==> config.mk <==
export PLATFORM = sky130hd
export DESIGN_NAME = smcs_front
export DESIGN_NICKNAME = d
export VERILOG_FILES = /design/src/rtl/sparse_matrix_csr_store_core_assert.svh /design/src/rtl/smcs_pkg.sv /design/src/rtl/smcs_front.sv
export SDC_FILE = /design/constraint.sdc
export NUM_CORES = 1
export LEC_CHECK = 0
export ABC_CLOCK_PERIOD_IN_PS = 5550
export BUFFER_PORTS_ARGS = -buffer_cell sky130_fd_sc_hd__clkbuf_2
export CAP_MARGIN = 20
export CORE_ASPECT_RATIO = 1.25
export CORE_MARGIN = 1.5
export CORE_UTILIZATION = 40
export DETAILED_ROUTE_END_ITERATION = 8
export PLACE_DENSITY_LB_ADDON = 0.25
export SETUP_SLACK_MARGIN = 0.02
export SYNTH_ARGS = -nofsm -noshare
export SYNTH_HDL_FRONTEND = slang
export SYNTH_SLANG_ARGS = --single-unit
==> constraint.sdc <==
create_clock -name clock -period 5.55 [get_ports clock]
set_input_delay 0.2775 -clock clock [delete_from_list [all_inputs] [get_ports clock]]
set_output_delay 0.2775 -clock clock [all_outputs]
set_load 0.02 [all_outputs]
==> src/rtl/sparse_matrix_csr_store_core_assert.svh <==
`ifndef SPARSE_MATRIX_CSR_STORE_CORE_ASSERT_SVH
`define SPARSE_MATRIX_CSR_STORE_CORE_ASSERT_SVH

// Assertion helpers. They expect signals named clock and reset in the using module.

// The condition holds at every edge outside reset.
`define SMCS_ASSERT_ALWAYS(label, cond, msg) \
   label: assert property (@(posedge clock) disable iff (reset) (cond)) else $error(msg);

// The consequence holds in the same cycle as the antecedent.
`define SMCS_ASSERT_IMPLIES(label, ante, cons, msg) \
   label: assert property (@(posedge clock) disable iff (reset) (ante) |-> (cons)) \
      else $error(msg);

// The consequence holds in the cycle after the antecedent.
`define SMCS_ASSERT_NEXT(label, ante, cons, msg) \
   label: assert property (@(posedge clock) disable iff (reset) (ante) |=> (cons)) \
      else $error(msg);

`endif

==> src/rtl/smcs_pkg.sv <==
package smcs_pkg;

   localparam int VALUE_WIDTH      = 32;
   localparam int CFG_WIDTH        = 7;
   localparam int POS_WIDTH        = 6;
   localparam int NZ_COUNT_WIDTH   = 13;

   localparam int DEF_MAX_ROWS     = 64;
   localparam int DEF_MAX_COLS     = 64;
   localparam int DEF_MAX_NONZEROS = 4096;

   localparam int CSR_INDEX_WIDTH  = 1;
   localparam logic [CSR_INDEX_WIDTH-1:0] CSR_NUM_ROWS = 1'b0;
   localparam logic [CSR_INDEX_WIDTH-1:0] CSR_NUM_COLS = 1'b1;

   localparam logic KIND_LOAD  = 1'b0;
   localparam logic KIND_QUERY = 1'b1;

   localparam int QUEUE_DEPTH = 2;
   localparam int QUEUE_AW    = $clog2(QUEUE_DEPTH);
   localparam int QCNT_W      = $clog2(QUEUE_DEPTH + 1);

   typedef enum logic [1:0] {
      STATUS_OK         = 2'd0,
      STATUS_RANGE      = 2'd1,
      STATUS_NOT_LOADED = 2'd2,
      STATUS_OVERFLOW   = 2'd3
   } status_type;

   typedef enum logic [1:0] {
      OP_LOAD,
      OP_QUERY,
      OP_QUERY_RANGE
   } op_type;

   typedef struct packed {
      op_type                        op;
      logic signed [VALUE_WIDTH-1:0] value;
      logic [POS_WIDTH-1:0]          row;
      logic [POS_WIDTH-1:0]          col;
   } item_type;

   typedef struct packed {
      logic     valid;
      item_type item;
   } fe_item_type;

endpackage

==> src/rtl/smcs_front.sv <==
module smcs_front
   import smcs_pkg::*;
(
   input  logic                          clock,
   input  logic                          reset,
   input  logic [CFG_WIDTH-1:0]          rows_eff,
   input  logic [CFG_WIDTH-1:0]          cols_eff,
   input  logic                          req_valid,
   output logic                          req_stall,
   input  logic                          req_kind,
   input  logic signed [VALUE_WIDTH-1:0] req_element_value,
   input  logic [POS_WIDTH-1:0]          req_query_row,
   input  logic [POS_WIDTH-1:0]          req_query_col,
   output fe_item_type                   fe,
   input  logic                          pop
);

   item_type              entry_ff [QUEUE_DEPTH];
   logic [QUEUE_AW-1:0]   wr_ptr_ff, wr_ptr_in;
   logic [QUEUE_AW-1:0]   rd_ptr_ff, rd_ptr_in;
   logic [QCNT_W-1:0]     count_ff, count_in;
   logic                  push;
   item_type              new_item;

   // Range uses current dimensions; user must change them only while idle (unenforced).
   always_comb begin
      new_item.value = req_element_value;
      new_item.row   = req_query_row;
      new_item.col   = req_query_col;
      if (req_kind == KIND_LOAD) begin
         new_item.op = OP_LOAD;
      end else if ({1'b0, req_query_row} >= rows_eff || {1'b0, req_query_col} >= cols_eff) begin
         new_item.op = OP_QUERY_RANGE;
      end else begin
         new_item.op = OP_QUERY;
      end
   end

   assign req_stall = (count_ff == QCNT_W'(QUEUE_DEPTH));
   assign push      = req_valid && !req_stall;

   always_comb begin
      wr_ptr_in = push ? wr_ptr_ff + QUEUE_AW'(1) : wr_ptr_ff;
      rd_ptr_in = pop ? rd_ptr_ff + QUEUE_AW'(1) : rd_ptr_ff;
      unique case ({push, pop})
         2'b10:   count_in = count_ff + QCNT_W'(1);
         2'b01:   count_in = count_ff - QCNT_W'(1);
         default: count_in = count_ff;
      endcase
   end

   always_ff @(posedge clock) begin
      if (reset) begin
         wr_ptr_ff <= '0;
         rd_ptr_ff <= '0;
         count_ff  <= '0;
      end else begin
         wr_ptr_ff <= wr_ptr_in;
         rd_ptr_ff <= rd_ptr_in;
         count_ff  <= count_in;
      end
      if (push) begin
         entry_ff[wr_ptr_ff] <= new_item;
      end
   end

   assign fe.valid = (count_ff != '0);
   assign fe.item  = entry_ff[rd_ptr_ff];

endmodule

==> flow_summary.yaml <==
routing:
  drt-initial-drc-count: 73
  first_pass_iters: 3
  vias_per_cell: 4.73
  post_drt_wl_per_cell_um: 13.9
  vias: 2150
  wirelength_mm: 6.31
  drc: 0
  postRouteAntennaNets: 0
logic_synthesis:
  syn_area_sq_um: 3840
  synth_async_sr_flop_share: 0
  yosysTopAreaCell: "edfxtp_1"
  synth.top_cell.area_share: 0.719
  ys_seq_elements: 97
  ys_top_cells_by_area: "edfxtp_1 72%, mux2_2 13%, ha_1 4.2%"
  synth_edf_count: 92
  syn_nets: 285
  ys.flop_type: "edfxtp_1"
  yosysUniqueCellTypes: 25
  synth_common_cells: "92 x edfxtp_1, 46 x mux2_2, 15 x inv_1, 13 x ha_1"
  yosysMostFrequentCell: "edfxtp_1"
  synth_cells: 209
  avgSynthCellArea_sq_um: 18.4
  ys_warn_count: 0
  yosysSeqAreaShare: 0.745
power_and_ir_drop:
  power-per-cell-area_nw_per_um2: 380
  power_mw: 1.86
  leakagePower_nw: 1.96
  vdd_ir_drop_max_uv: 146
cts:
  postCtsHoldBufs: 0
  htreeDepth: 3
  post_cts_resized: 0
  clkSlewWorstSetupHoldPaths_ps: 60
  cts_tree: "yes"
  numCtsBuffers: 9
  cts_setup_buffers: 0
  root_buffer: "clkbuf_16"
  clockBufferDepth: 2
  numClockSinks: 97
  clk_latency_ps: 330
floorplan:
  die_w_um: 90.7
  io_pins: 111
  rows: 39
  die_h_um: 113
  core_area_sq_um: 9220
  start_util: 0.417
  die_area_sq_um: 10200
worst_setup_path:
  rrSetupSlack_ps: 3530
  cp_data_required_time_ps: 5560
  crit_path_max_fanout: 24
  crit_path_start_kind: "flop"
  crit_arrival_ps: 2030
  rr_startpoint: "count_ff[0]"
  reg2reg_to: "entry_ff[0][39]"
  startpoint: "count_ff[0]"
  cp-end-kind: "flop"
  reg2reg_depth: 4
  worstSetupPathType: "reg2reg"
sta:
  rsz0062_at_grt: "false"
  min_period_ps: 2020
  slew_violations: 0
  slew_headroom: 0.533
  setup_violations: 0
  period_share: 0.364
  max_freq_mhz: 495
  fin_worst_skew_ps: 2.26
  tns_ps: 0
  hold_viol: 0
  worst_pin_slew_ps: 698
layout:
  seq_area_sq_um: 2860
  fillCellCount: 779
  nets: 404
  synthToLayoutAreaGrowth_pct: 27.0
  multi_input_area_sq_um: 898
  diodes: 0
  layout-drive-gt1-share: 0.533
global_route:
  grt_start_max_net_pins: 47
  overflow: 0
  first_global_vias: 2136
  grt_pass1_wl_mm: 10.1
  antenna_found_initial: 0
  track_usage: 0.133
hold_path:
  min-delay-start: "req_element_value[12]"
  holdPathEnd: "entry_ff[1][24]"
  hold_depth: 1
  min_path_type: "in2reg"
outcome:
  status: "complete, no violations"
place:
  dp_hpwl_mm: 4.35
  routabilityCongestion: 0.688
  portBuffers: 110
job:
  drv_cap: 0
[flip-flops by register name, indices dropped and copies added, names as in the netlist, named ones only]
name and count:
wr_ptr_ff 1, rd_ptr_ff 1, count_ff 2, entry_ff 92
[area by class of cell]
type / instances / area share
inverter: 15 / 0.0115
tap: 123 / 0.0315
timing repair buffer: 113 / 0.123
multi-input combinational: 92 / 0.184
sequential: 97 / 0.587
clock inverter: 6 / 0.0172
clock buffer: 9 / 0.0462
[how the worst max path moves through the flow]
stage	to	slack, ps	cells after the start
2_1_floorplan	entry_ff[0][0]	2560	3
3_3_place_gp	entry_ff[0][35]	3510	4
3_5_place_dp	entry_ff[0][39]	3460	4
4_1_cts	fe[45]	3180	2
6_report	entry_ff[0][39]	3530	4
5_1_grt	entry_ff[0][41]	3330	4
[kinds of logic after synthesis]
| family | Yosys count | synth area share |
|---|---|---|
| buffers and inverters | 20 | 0.0238 |
| adders and majority gates | 13 | 0.0423 |
| AOI/OAI and AO/OA | 11 | 0.0182 |
| and+or+nand+nor | 18 | 0.0270 |
| DFF | 97 | 0.745 |
| muxes | 46 | 0.135 |
| xor gates and xnor gates | 4 | 0.00912 |
[metrics by stage]
stage | hold slack [ps] | setup WS, ps | utilization | cells | area [sq um]
after global placement | 468 | 3510 | 0.491 | 438 | 4530
after CTS | 116 | 3180 | 0.525 | 453 | 4840
after detailed placement | 471 | 3460 | 0.491 | 438 | 4530
final | 131 | 3530 | 0.529 | 455 | 4880
after floorplan | 347 | 2560 | - | 209 | 3840
after global routing | 116 | 3330 | 0.529 | 455 | 4880
[metal layers]
metal / GRT usage / vias up / part of all wire
met4: 0.0709 / 0 / 0.020
met2: 0.230 / 68 / 0.52
met1: 0.143 / 1036 / 0.39
met5: 0 / - / 0
met3: 0.0467 / 9 / 0.060
li1: - / 1037 / -
[power breakdown]
part / internal (mW) / switching (mW)
Combinational: 0.126 / 0.189
Sequential: 0.893 / 0.0205
Clock: 0.389 / 0.239
Total: 1.41 / 0.448
[worst max-delay path: stages, from the launching register on]
cell      delay (ps)
dfxtp_1          390
nand2b_1         160
nand2_1          140
nor2_4           570
buf_4            420
[cell usage in the layout, fill, tap and decap left out, drive strengths merged]
master and count:
clkbuf 119, edfxtp 92, mux2 46, inv 15, ha 13, nor2 5
dfxtp 5, nand2b 3, a21oi 3, buf 3, a21o 2, a31oi 2
nand4b 2, nor3b 2, xor2 2, xnor2 2, bufinv 2, clkinvlp 2
and3 2, clkinv 2, nand2 1, o22a 1, o22ai 1, nor3 1
or2 1, a21boi 1, o21ai 1, or3 1
(Power assumes the default switching activity.)
